**src/rtl/fvsm_pkg.sv**
```systemverilog
// shared constants, types and controller/datapath interface for the sample mixer
`default_nettype none

package fvsm_pkg;

  localparam int VOICES       = 4;
  localparam int SAMPLE_DEPTH = 65536;
  localparam int ADDR_W       = $clog2(SAMPLE_DEPTH);
  localparam int VIDX_W       = (VOICES > 1) ? $clog2(VOICES) : 1;
  localparam int SUM_W        = $clog2(VOICES) + 10;
  localparam int CTR_W        = 24;
  localparam int MUL_A_W      = 24;
  localparam int MUL_B_W      = 16;
  localparam int PROD_W       = MUL_A_W + MUL_B_W;
  localparam int GAIN_RESET   = 255;
  localparam int CENTER       = 128;

  typedef enum logic [1:0] {
    ACT_TICK  = 2'd0,
    ACT_START = 2'd1,
    ACT_WRITE = 2'd2,
    ACT_NONE  = 2'd3
  } action_t;

  typedef enum logic [3:0] {
    ST_IDLE,
    ST_INC,
    ST_MUL,
    ST_CHK,
    ST_READ,
    ST_SMUL,
    ST_ACC,
    ST_MIX,
    ST_GAIN,
    ST_OUT
  } state_t;

  typedef struct packed {
    logic              tick_start;
    logic              inc;
    logic              mul_pos;
    logic              reload;
    logic              stop;
    logic              latch_addr;
    logic              mem_read;
    logic              mul_smp;
    logic              acc;
    logic              mix;
    logic              mul_gain;
    logic              load_out;
    logic [VIDX_W-1:0] vidx;
  } cmd_t;

  typedef struct packed {
    logic over;
    logic restart_nz;
    logic out_busy;
  } status_t;

endpackage

`default_nettype wire

```
**src/rtl/fvsm_ctrl.sv**
```systemverilog
// sequencer that walks the voices for each tick and drives the datapath
`default_nettype none

module fvsm_ctrl
  import fvsm_pkg::*;
(
  input  wire logic       clk,
  input  wire logic       rst_n,
  input  wire logic       in_accept,
  input  wire logic [1:0] in_action,
  input  wire status_t    st,
  output logic            in_ready,
  output cmd_t            cmd
);

  state_t            state_r, state_nxt;
  logic [VIDX_W-1:0] vidx_r, vidx_nxt;
  logic              retry_r, retry_nxt;

  always_ff @(posedge clk) begin
    if (!rst_n) begin
      state_r <= ST_IDLE;
      vidx_r  <= '0;
      retry_r <= 1'b0;
    end else begin
      state_r <= state_nxt;
      vidx_r  <= vidx_nxt;
      retry_r <= retry_nxt;
    end
  end

  always_comb begin
    state_nxt = state_r;
    vidx_nxt  = vidx_r;
    retry_nxt = retry_r;
    in_ready  = 1'b0;
    cmd       = '0;
    cmd.vidx  = vidx_r;
    case (state_r)
      ST_IDLE: begin
        in_ready = 1'b1;
        if (in_accept && in_action == ACT_TICK) begin
          cmd.tick_start = 1'b1;
          vidx_nxt       = '0;
          state_nxt      = ST_INC;
        end
      end
      ST_INC: begin
        cmd.inc   = 1'b1;
        retry_nxt = 1'b0;
        state_nxt = ST_MUL;
      end
      ST_MUL: begin
        cmd.mul_pos = 1'b1;
        state_nxt   = ST_CHK;
      end
      ST_CHK: begin
        if (!retry_r && st.over && st.restart_nz) begin
          cmd.reload = 1'b1;
          retry_nxt  = 1'b1;
          state_nxt  = ST_MUL;
        end else begin
          cmd.stop       = !retry_r && st.over;
          cmd.latch_addr = 1'b1;
          state_nxt      = ST_READ;
        end
      end
      ST_READ: begin
        cmd.mem_read = 1'b1;
        state_nxt    = ST_SMUL;
      end
      ST_SMUL: begin
        cmd.mul_smp = 1'b1;
        state_nxt   = ST_ACC;
      end
      ST_ACC: begin
        cmd.acc = 1'b1;
        if (vidx_r == VIDX_W'(VOICES - 1)) begin
          state_nxt = ST_MIX;
        end else begin
          vidx_nxt  = vidx_r + 1'b1;
          state_nxt = ST_INC;
        end
      end
      ST_MIX: begin
        cmd.mix   = 1'b1;
        state_nxt = ST_GAIN;
      end
      ST_GAIN: begin
        cmd.mul_gain = 1'b1;
        state_nxt    = ST_OUT;
      end
      ST_OUT: begin
        if (!st.out_busy) begin
          cmd.load_out = 1'b1;
          state_nxt    = ST_IDLE;
        end
      end
      default: begin
        state_nxt = ST_IDLE;
      end
    endcase
  end

endmodule

`default_nettype wire

```
**config.mk**
```make
export PLATFORM = sky130hd
export DESIGN_NAME = fvsm_ctrl
export DESIGN_NICKNAME = d
export VERILOG_FILES = /design/src/rtl/fvsm_pkg.sv /design/src/rtl/fvsm_ctrl.sv
export SDC_FILE = /design/constraint.sdc
export NUM_CORES = 1
export LEC_CHECK = 0
export BUFFER_PORTS_ARGS = -buffer_cell sky130_fd_sc_hd__buf_2
export CAP_MARGIN = 30
export CORE_AREA = 2 2 39 41
export DETAILED_ROUTE_END_ITERATION = 10
export DIE_AREA = 0 0 41 43
export GPL_ROUTABILITY_DRIVEN = 0
export PLACE_DENSITY = 0.69
export SYNTH_ARGS = -nofsm -noshare
export SYNTH_HDL_FRONTEND = slang
export SYNTH_SLANG_ARGS = --single-unit
```
**constraint.sdc**
```tcl
create_clock -name clk -period 1.9 [get_ports clk]
set_clock_uncertainty 0.05 [all_clocks]
set_input_delay 0.38 -clock clk [delete_from_list [all_inputs] [get_ports clk]]
set_output_delay 0.38 -clock clk [all_outputs]
set_load 0.01 [all_outputs]
```
# --- Word-level counts from Yosys, hierarchy flattened ---
# Cells that the tools add are included.
totals:
  wordCells: 54
  reg_bits: 7
  input_bits: 8
classes:
  muxes: 25
  reduce_logical: 11
  add_sub_neg: 1
  n_eq_ne: 14
op_table:
  columns: ["cell", "n"]
  rows:
  - ["$pmux 4 s10", 1]
  - ["$eq 4x3->1 const B", 4]
  - ["$mux 1", 14]
  - ["$mux 3", 3]
  - ["$eq 4x2->1 const B", 2]
  - ["$eq 4x4->1 const B", 2]
  - ["$mux 4", 2]
  - ["$ne 2x2->1 const B", 4]
  - ["$mux 2", 3]
  - ["$eq 4x1->1 const B", 1]
  - ["$logic_not 4->1", 1]
  - ["$pmux 2 s2", 1]
  - ["$reduce_and 2->1", 2]
  - ["$reduce_bool 2->1", 2]
  - ["$logic_and 1x1->1", 3]
  - ["$reduce_and 3->1", 1]
  - ["$add 2x1->2 const B", 1]
  - ["$eq 2x2->1 const B", 1]
  - ["$logic_not 2->1", 1]
  - ["$pmux 1 s2", 1]
  - ["$logic_not 1->1", 1]

# --- Logic depth before layout (Yosys ltp) ---
# Gate-level depths: netlist (run 1).
logic_depth:
  depth_word: 5
  depth_mapped: 5
  depth_no_buf: 5

# --- Least setup slack after synthesis (run 1) ---
# No wires, ideal clock.
synth_timing:
  kind: "reg2out"
  start: "register state_r[3]"
  end: "output port cmd[9] (netlist bit)"
  t_required_ns: 1.470
  stages_incl_launch_ff: 5
  arrival_ns: 1.173
  path_slack_ns: 0.297
  path_cell_list: "dfxtp_1 -> buf_6 -> nand2b_4 -> or2_2 -> nor3b_1"
synth_rtl:
  columns: ["element", "line", "source"]
  rows:
  - ["from (decl)", "fvsm_ctrl.sv:16", "state_t state_r, state_nxt;"]
  - ["from (signal assigned)", "fvsm_ctrl.sv:26", "state_r <= state_nxt;"]
  - ["to (decl)", "fvsm_ctrl.sv:13", "output cmd_t cmd"]

==> flow_summary.ini, run 1 <==
[power_and_ir_drop]
powerDensity_mw_per_mm2 = 662.8
ir_worst_vdd_mv = 0.3385
seqPwrFrac_pct = 35.4
p_switching_w = 0.0001447
clockPowerShare_pct = 29.1
internal_power_w = 0.0003197
power_switching_share_pct = 31.15
power_leakage_nw = 0.3484
pwr-share-comb_pct = 35.5

[cells_and_area]
final_common_cell = buf_2
fin_nets = 99
final_cell_mix = buf_2, dfxtp_1, nor3_1
instances_no_fill = 105
post-route-util_pct = 50.63
layout-drive-gt1-share_pct = 43.82
multi_input_area_um2 = 345.3
fill_cells = 136
n_antenna_cell = 0
regArea_um2 = 140.1
syn_to_final_growth_pct = 31.46

[clocking]
clockBufferDepth = 2
clk_pin_slew_ns = 0.05
root_buffer = clkbuf_4
ctsHoldBuffers = 0
htree_levels = 1
clk_latency_ns = 0.25
clkSinkCount = 7
tritoncts = yes
numCtsBuffers = 3

[yosys]
synth-simple-area-share_pct = 45.54
synthCells = 63
synth_fa_ha_area_share_pct = 2.347
yosysWarnings = 0
synth_edf_count = 0
synth.top_cells.by_area = dfxtp_1, nand2b_1, nor3_1
synth_compound_area_share_pct = 14.55
yosysSeqAreaShare_pct = 26.29
synth_top_area_cell = dfxtp_1
synth_seq_cells = 7
yosys.cell_types.count = 34
netlist_area_um2 = 533.0
synth_top_family_by_area = simple AND/OR/NAND/NOR gates
syn_nets = 72
syn_avg_cell_area_um2 = 8.460
synth_xor_area_share_pct = 0
synthArstFlopShare_pct = 0
yosysTopAreaCellShare_pct = 26.29
synth-main-ff-cell = dfxtp_1
yosys-mux-area-fraction_pct = 1.878

[setup_path]
r2r_cells = 5
crit_type = reg -> out
crit_end = cmd[10]
cp.required_ns = 1.47
r2r_start = state_r[0]$_SDFFE_PN0P_
r2r_end = state_r[0]$_SDFFE_PN0P_
cp_max_fo = 4
start_kind = register
crit_path_start = state_r[3]$_SDFFE_PN0P_
crit_arrival_ns = 1.43
critPathCaptureType = output port
r2r_slack_ns = 0.47

[routing]
dr.pass1.iters = 4
post-route-drc-count = 0
ant_nets = 0
totalWireLength_um = 1227
wl_per_cell_um = 11.69
drt_iter0_markers = 5
viasPerCell = 5.086
num_vias = 534

[floorplanning]
initial_core_util_pct = 38.52
boundaryPins = 23
die_h_um = 43
core-area_mm2 = 0.001384
die_width_um = 41
die-area_mm2 = 0.001763
rows = 14

[sta]
post-route-min-period_ns = 1.855
timing.fmax_ghz = 0.5390
final_max_slew_viol_count = 0
relSlewSlack_pct = 84.41
tightest_slew_ns = 0.2306
setup_violations = 0
rsz0062_at_grt = yes
hold_viol = 0
fin_crit_sh_pct = 97.65

[run]
drv_cap = 0

[global_route]
grt-ovfl-total = 0
grt_pass1_wl_um = 2007
grt_use_total_pct = 16.83
grt_max_degree = 11
antenna_found_initial = 0
grt_pass1_vias = 454

[place]
post-dp-hpwl_um = 962.9
placed_cells = 100
portBuffers = 22

[run_status]
status = finished clean

[hold_path]
hold_class = in -> reg
==> power by group through the flow <==
| stage | clock, W | sequential [W] | combinational, W |
|---|---|---|---|
| after CTS | 0.000141 | 0.000164 | 0.000156 |
| after floorplan | 0 | 0.000161 | 0.000119 |
| final | 0.000135 | 0.000164 | 0.000165 |
| after detailed placement | 0 | 0.000167 | 0.000156 |
| after global routing | 0.000153 | 0.000165 | 0.000183 |
| after global placement | 0 | 0.000166 | 0.000153 |
==> metal layers <==
layer / track usage (%) / share of wire [%] / up-vias
met5: 0 / 0 / -
met4: 4.000 / 0 / 0
met2: 23.75 / 51 / 14
li1: - / - / 269
met1: 22.80 / 45 / 251
met3: 7.853 / 4.6 / 0
==> critical path: stages, from the launching register on <==
cell	delay, ns
dfxtp_1	0.31
nand2b_4	0.15
or4b_4	0.56
inv_2	0.07
buf_6	0.09
==> registers in the layout, summed over array words and instances, names as in the netlist <==
| name | flops |
|---|---|
| state_r | 4 |
| retry_r | 1 |
| vidx_r | 2 |
==> area by class of cell <==
type	instances	share of cell area (%)
multi-input cells	48	49.29
repair buffers	27	22.50
flip-flops and latches	7	20.00
clock buffers	4	3.750
well taps	16	2.857
inverters	3	1.607
==> timing repair <==
item | in CTS | in global routing
resized for setup | 0 | 4
endpoints found under the setup margin | 0 | 2
setup buffers | 0 | 1
==> per-stage QoR <==
step / instance area (µm²) / setup slack (ns) / setup TNS, ns / power (W) / hold WS, ns
after floorplan: 533.0 / 0.2971 / 0 / 0.0002795 / 0.3995
after global placement: 654.4 / 0.1768 / 0 / 0.0003197 / 0.4108
after CTS: 680.7 / 0.03875 / 0 / 0.0004616 / 0.3565
final: 700.7 / 0.04457 / 0 / 0.0004644 / 0.3615
after detailed placement: 654.4 / 0.1647 / 0 / 0.0003226 / 0.4276
after global routing: 700.7 / -0.01515 / -0.01515 / 0.0005016 / 0.3830
==> how the worst min path moves through the flow <==
stage,from,endpoint,slack (ns),depth (start not counted)
2_1_floorplan,retry_r$_SDFFE_PN0P_,retry_r$_SDFFE_PN0P_,0.40,2
3_3_place_gp,vidx_r[1]$_SDFFE_PN0P_,vidx_r[1]$_SDFFE_PN0P_,0.41,2
3_5_place_dp,retry_r$_SDFFE_PN0P_,retry_r$_SDFFE_PN0P_,0.43,2
4_1_cts,st[0],state_r[0]$_SDFFE_PN0P_,0.36,3
5_1_grt,st[0],state_r[0]$_SDFFE_PN0P_,0.38,3
6_report,st[0],state_r[0]$_SDFFE_PN0P_,0.36,3
==> synthesized netlist by cell type (2+ instances only) <==
master and n:
dfxtp_1 7, nor3_1 6, nand2b_1 5, nor2_1 4
nor2b_1 4, inv_1 3, nand2_1 3, a21oi_1 2
buf_6 2, nand2b_4 2, nor3b_1 2
==> kinds of logic after synthesis <==
| group | after synthesis |
|---|---|
| AO/OA/AOI/OAI | 11 |
| adder cells (fa/ha/maj) | 1 |
| buffers and inverters | 8 |
| flip-flops | 7 |
| multiplexers | 1 |
| AND/OR/NAND/NOR | 35 |
Power figures use the tool's default switching activity.
==> run 2: changes to the inputs <==
--- a/config.mk
+++ b/config.mk
@@ -7,11 +7,10 @@
 export LEC_CHECK = 0
 export BUFFER_PORTS_ARGS = -buffer_cell sky130_fd_sc_hd__buf_2
 export CAP_MARGIN = 30
-export CORE_AREA = 2 2 39 41
+export CORE_MARGIN = 2
+export CORE_UTILIZATION = 27
 export DETAILED_ROUTE_END_ITERATION = 10
-export DIE_AREA = 0 0 41 43
 export GPL_ROUTABILITY_DRIVEN = 0
-export PLACE_DENSITY = 0.69
 export SYNTH_ARGS = -nofsm -noshare
 export SYNTH_HDL_FRONTEND = slang
 export SYNTH_SLANG_ARGS = --single-unit
==> run 2 against run 1 <==
Against the previous run:
- first-iteration DRC count grew to 3.6 times the previous value
- clock-buffer cell count decreased by 1
- hold slack worse by 0.0026 ns
- via count decreased by 1.7%
- clock power about the same
- critical path depth unchanged
- flip-flop and latch count stayed put
- combinational power is 3% higher
- largest cell class unchanged
==> flow_summary.ini, run 2 (synthesized netlist as in run 1, its figures left out) <==
[global_route]
grt_pass1_wl_um = 2076
antenna_found_initial = 0
grt_max_degree = 11
grt_use_total_pct = 11.33
grt-ovfl-total = 0
grt_pass1_vias = 484

[sta]
fin_crit_sh_pct = 97.12
holdWs_ns = 0.3590
hold_viol = 0
tightest_slew_ns = 0.2467
post-route-min-period_ns = 1.845
final_max_slew_viol_count = 0
setup_violations = 0
timing.fmax_ghz = 0.5419
relSlewSlack_pct = 83.32

[routing]
dr.pass1.iters = 4
totalWireLength_um = 1237
num_vias = 525
drt_iter0_markers = 18
wl_per_cell_um = 10.57
viasPerCell = 4.487
ant_nets = 0
post-route-drc-count = 0

[power_and_ir_drop]
power_leakage_nw = 0.3548
ir_worst_vdd_mv = 0.3156
powerDensity_mw_per_mm2 = 651.9

[setup_path]
path_delay_family = simple AND/OR/NAND/NOR gates
critPathCaptureType = output port
crit_type = reg -> out
crit_chain = nand2b_4, or4b_4, inv_2, buf_6
start_kind = register
crit_buf_inv = 2
cp_slowest_cell = or4b_4
cp.required_ns = 1.47
slowest_delay_ns = 0.55
crit_arrival_ns = 1.42
cp_max_fo = 4

[hold_path]
hold_class = in -> reg

[clocking]
numCtsBuffers = 3
clk_latency_ns = 0.25
tritoncts = yes
htree_levels = 1
clockBufferDepth = 2
clkSinkCount = 7
root_buffer = clkbuf_4
clk_pin_slew_ns = 0.06

[floorplanning]
core-area_mm2 = 0.001902
die_h_um = 48.43
die_width_um = 48.43
boundaryPins = 23
initial_core_util_pct = 28.03
die-area_mm2 = 0.002345
rows = 16

[run]
drv_cap = 0

[cells_and_area]
final_cell_mix = buf_2, nor3_1, dfxtp_1
layout-drive-gt1-share_pct = 45.56
fin_nets = 100
syn_to_final_growth_pct = 35.45
n_antenna_cell = 0
largest_reg_flops = 4
final_common_cell = buf_2
largest_register = state_r
fin_area_um2 = 721.9
top_regs = state_r x4, vidx_r x2, retry_r x1

[run_status]
status = finished clean

[place]
portBuffers = 22
dpl_cell_area_um2 = 668.1
post-dp-hpwl_um = 941.5
-- run 2: worst paths after layout --
kind,startpoint,to,slack [ns],cells after the start
setup / recovery,state_r[3]$_SDFFE_PN0P_,cmd[10],0.05,4
hold / removal,st[0],state_r[0]$_SDFFE_PN0P_,0.36,3
setup reg to reg,state_r[0]$_SDFFE_PN0P_,vidx_r[1]$_SDFFE_PN0P_,0.45,5
hold reg to reg,vidx_r[1]$_SDFFE_PN0P_,vidx_r[1]$_SDFFE_PN0P_,0.44,2
-- run 2: tightest hold or removal path: stages --
cell	delay (ns)
buf_2	0.10
a32oi_1	0.05
nor2b_1	0.09
-- run 2: final cells by class --
cell class              count  area (µm²)
multi-input cells          48       342.8
clock inverters             1       5.005
well taps                  27       33.78
repair buffers             28       165.2
clock buffers               3       22.52
inverters                   3       11.26
fillers                   208        1180
flip-flops and latches      7       141.4
-- run 2: power by group --
part / leakage, nW / switching (W) / internal (W)
combinational: 0.280 / 0.0000820 / 0.0000877
sequential: 0.0571 / 0.00000871 / 0.000156
clock: 0.0177 / 0.0000588 / 0.0000770
total: 0.355 / 0.000149 / 0.000321
-- run 2: timing repair --
item,in CTS,in global routing
resized for setup,0,4
hold buffers,0,0
endpoints found under the setup margin,0,2
setup buffers,0,2
-- run 2: metal layers --
metal / share of wire, % / track usage (%) / vias to the layer above
li1: - / - / 273
met1: 51 / 15.22 / 237
met2: 42 / 15.97 / 13
met3: 5.7 / 4.938 / 2
met4: 1.1 / 4.286 / 0
met5: 0 / 0 / -
-- run 2: stage by stage --
stage | total power [W] | utilization [%] | std cells | TNS [ns] | setup slack, ns
final | 0.0004706 | 37.96 | 117 | 0 | 0.05468
after global routing | 0.0005046 | 37.96 | 117 | -0.003968 | -0.003968
after CTS | 0.0004624 | 36.58 | 115 | 0 | 0.04567
after detailed placement | 0.0003233 | 35.13 | 111 | 0 | 0.1799
after global placement | 0.0003229 | 35.13 | 111 | 0 | 0.1839
after floorplan | 0.0002795 | - | 63 | 0 | 0.2971
==> run 3: changes to the inputs <==
==> constraint.sdc (replaced) <==
create_clock -name clk -period 2.19 [get_ports clk]
set_clock_uncertainty 0.05 [all_clocks]
set_input_delay 0.438 -clock clk [delete_from_list [all_inputs] [get_ports clk]]
set_output_delay 0.438 -clock clk [all_outputs]
set_load 0.01 [all_outputs]
==> run 3 against run 2 <==
Against the previous run:
- total power fell by 15%
- setup slack improved by 0.14 ns
- largest power group is now sequential cells
- combinational power fell by 20%
- clock-buffer cell count did not move
- via count fell by 0.57%
- final cell count fell by 1.7%
- sequential share of layout area rose by 0.56 points
- sequential power fell by 14%
- global-route usage fell by 0.53 points
- first-iteration DRC count fell by 78%
==> flow_summary.ini, run 3 (synthesized netlist as in run 1, its figures left out) <==
[clocking]
numCtsBuffers = 3
root_buffer = clkbuf_4
clkSinkCount = 7
tritoncts = yes
clk_pin_slew_ns = 0.06
clk_latency_ns = 0.26
htree_levels = 1
cts_setup_buffers = 0
cts.repair.resized = 0
clockBufferDepth = 2
ctsHoldBuffers = 0

[floorplanning]
die-area_mm2 = 0.002345
die_width_um = 48.43
core-area_mm2 = 0.001902
die_h_um = 48.43
rows = 16
boundaryPins = 23
initial_core_util_pct = 28.03

[cells_and_area]
regArea_um2 = 140.1
layout-drive-gt1-share_pct = 42.05
final_common_cell = buf_2
top_regs = state_r x4, vidx_r x2, retry_r x1
n_antenna_cell = 0
instances_no_fill = 115
multi_input_area_um2 = 342.8
fill_cells = 209
syn_to_final_growth_pct = 30.52
fin_nets = 98
largest_reg_flops = 4
final_cell_mix = buf_2, dfxtp_1, nor3_1
largest_register = state_r

[setup_path]
r2r_start = state_r[3]$_SDFFE_PN0P_
r2r_end = vidx_r[1]$_SDFFE_PN0P_
crit_type = reg -> out
critPathCaptureType = output port
r2r_slack_ns = 0.71
crit_arrival_ns = 1.51
cp_max_fo = 7
cp.required_ns = 1.70
r2r_cells = 5
start_kind = register

[sta]
rsz0062_at_grt = no
relSlewSlack_pct = 85.59
fin_ws_ns = 0.1905
hold_viol = 0
timing.fmax_ghz = 0.5001
final_max_slew_viol_count = 0
fin_crit_sh_pct = 91.30
tightest_slew_ns = 0.2131
timing.setup.tns_ns = 0
setup_violations = 0
post-route-min-period_ns = 1.999

[power_and_ir_drop]
p_total_w = 0.0003996
ir_worst_vdd_mv = 0.1682
power_leakage_nw = 0.3469
powerDensity_mw_per_mm2 = 574.4

[hold_path]
min_to = state_r[0]$_SDFFE_PN0P_
hold_class = in -> reg
hp-start = st[0]
hold_depth = 3

[routing]
dr.pass1.iters = 4
num_vias = 522
viasPerCell = 4.539
wl_per_cell_um = 10.70
totalWireLength_um = 1231
drt_iter0_markers = 4
ant_nets = 0
post-route-drc-count = 0

[place]
post-dp-hpwl_um = 981.4
placed_cells = 111
pre_cts_ws_ns = 0.3441
portBuffers = 22

[global_route]
grt_max_degree = 11
antenna_found_initial = 0
grt-ovfl-total = 0
grt_use_total_pct = 10.80
grt_pass1_wl_um = 1980
grt_pass1_vias = 440

[run_status]
status = finished clean

[run]
drv_cap = 0
==> run 3: cell types whose count changed in the layout (fill, tap and decap cells not counted), sizes merged <==
cell and delta:
buf -2
==> run 3: worst max-delay path, cell delays in order (launching register included) <==
cell,delay (ns)
dfxtp_1,0.37
nand2b_4,0.18
or4b_4,0.53
inv_1,0.07
buf_2,0.12
==> run 3: how the worst max path moves through the flow <==
stage,from,end
6_report,state_r[3]$_SDFFE_PN0P_,cmd[10]
5_1_grt,state_r[3]$_SDFFE_PN0P_,cmd[10]
4_1_cts,state_r[3]$_SDFFE_PN0P_,cmd[10]
3_5_place_dp,st[2],cmd[10]
3_3_place_gp,st[2],cmd[10]
2_1_floorplan,state_r[3]$_SDFFE_PN0P_,cmd[9]
==> run 3: routing by layer <==
layer	track usage, %	share of wire [%]	vias to the layer above
met5	0	0	-
met2	15.74	48	13
li1	-	-	272
met1	14.42	48	237
met4	7.143	0	0
met3	2.160	4.3	0
==> run 3: area by class of cell <==
type	instances	share of cell area (%)
timing repair buffer	26	20.14
inverter	3	1.619
tap	27	4.856
sequential	7	20.14
clock inverter	1	0.7194
multi-input combinational	48	49.28
clock buffer	3	3.237
==> run 3: through the flow <==
step	util, %	hold slack [ns]	area [µm²]
global placement	35.13	0.4120	668.1
global route	36.58	0.4414	695.7
floorplan	-	0.3995	533.0
finish	36.58	0.4378	695.7
CTS	36.58	0.4302	695.7
detailed placement	35.13	0.4354	668.1
==> run 3: power by group <==
group / internal (W) / switching [W] / total [W]
clock: 0.0000671 / 0.0000548 / 0.000122
combinational: 0.0000664 / 0.0000693 / 0.000136
sequential: 0.000135 / 0.00000710 / 0.000142
total: 0.000268 / 0.000131 / 0.000400
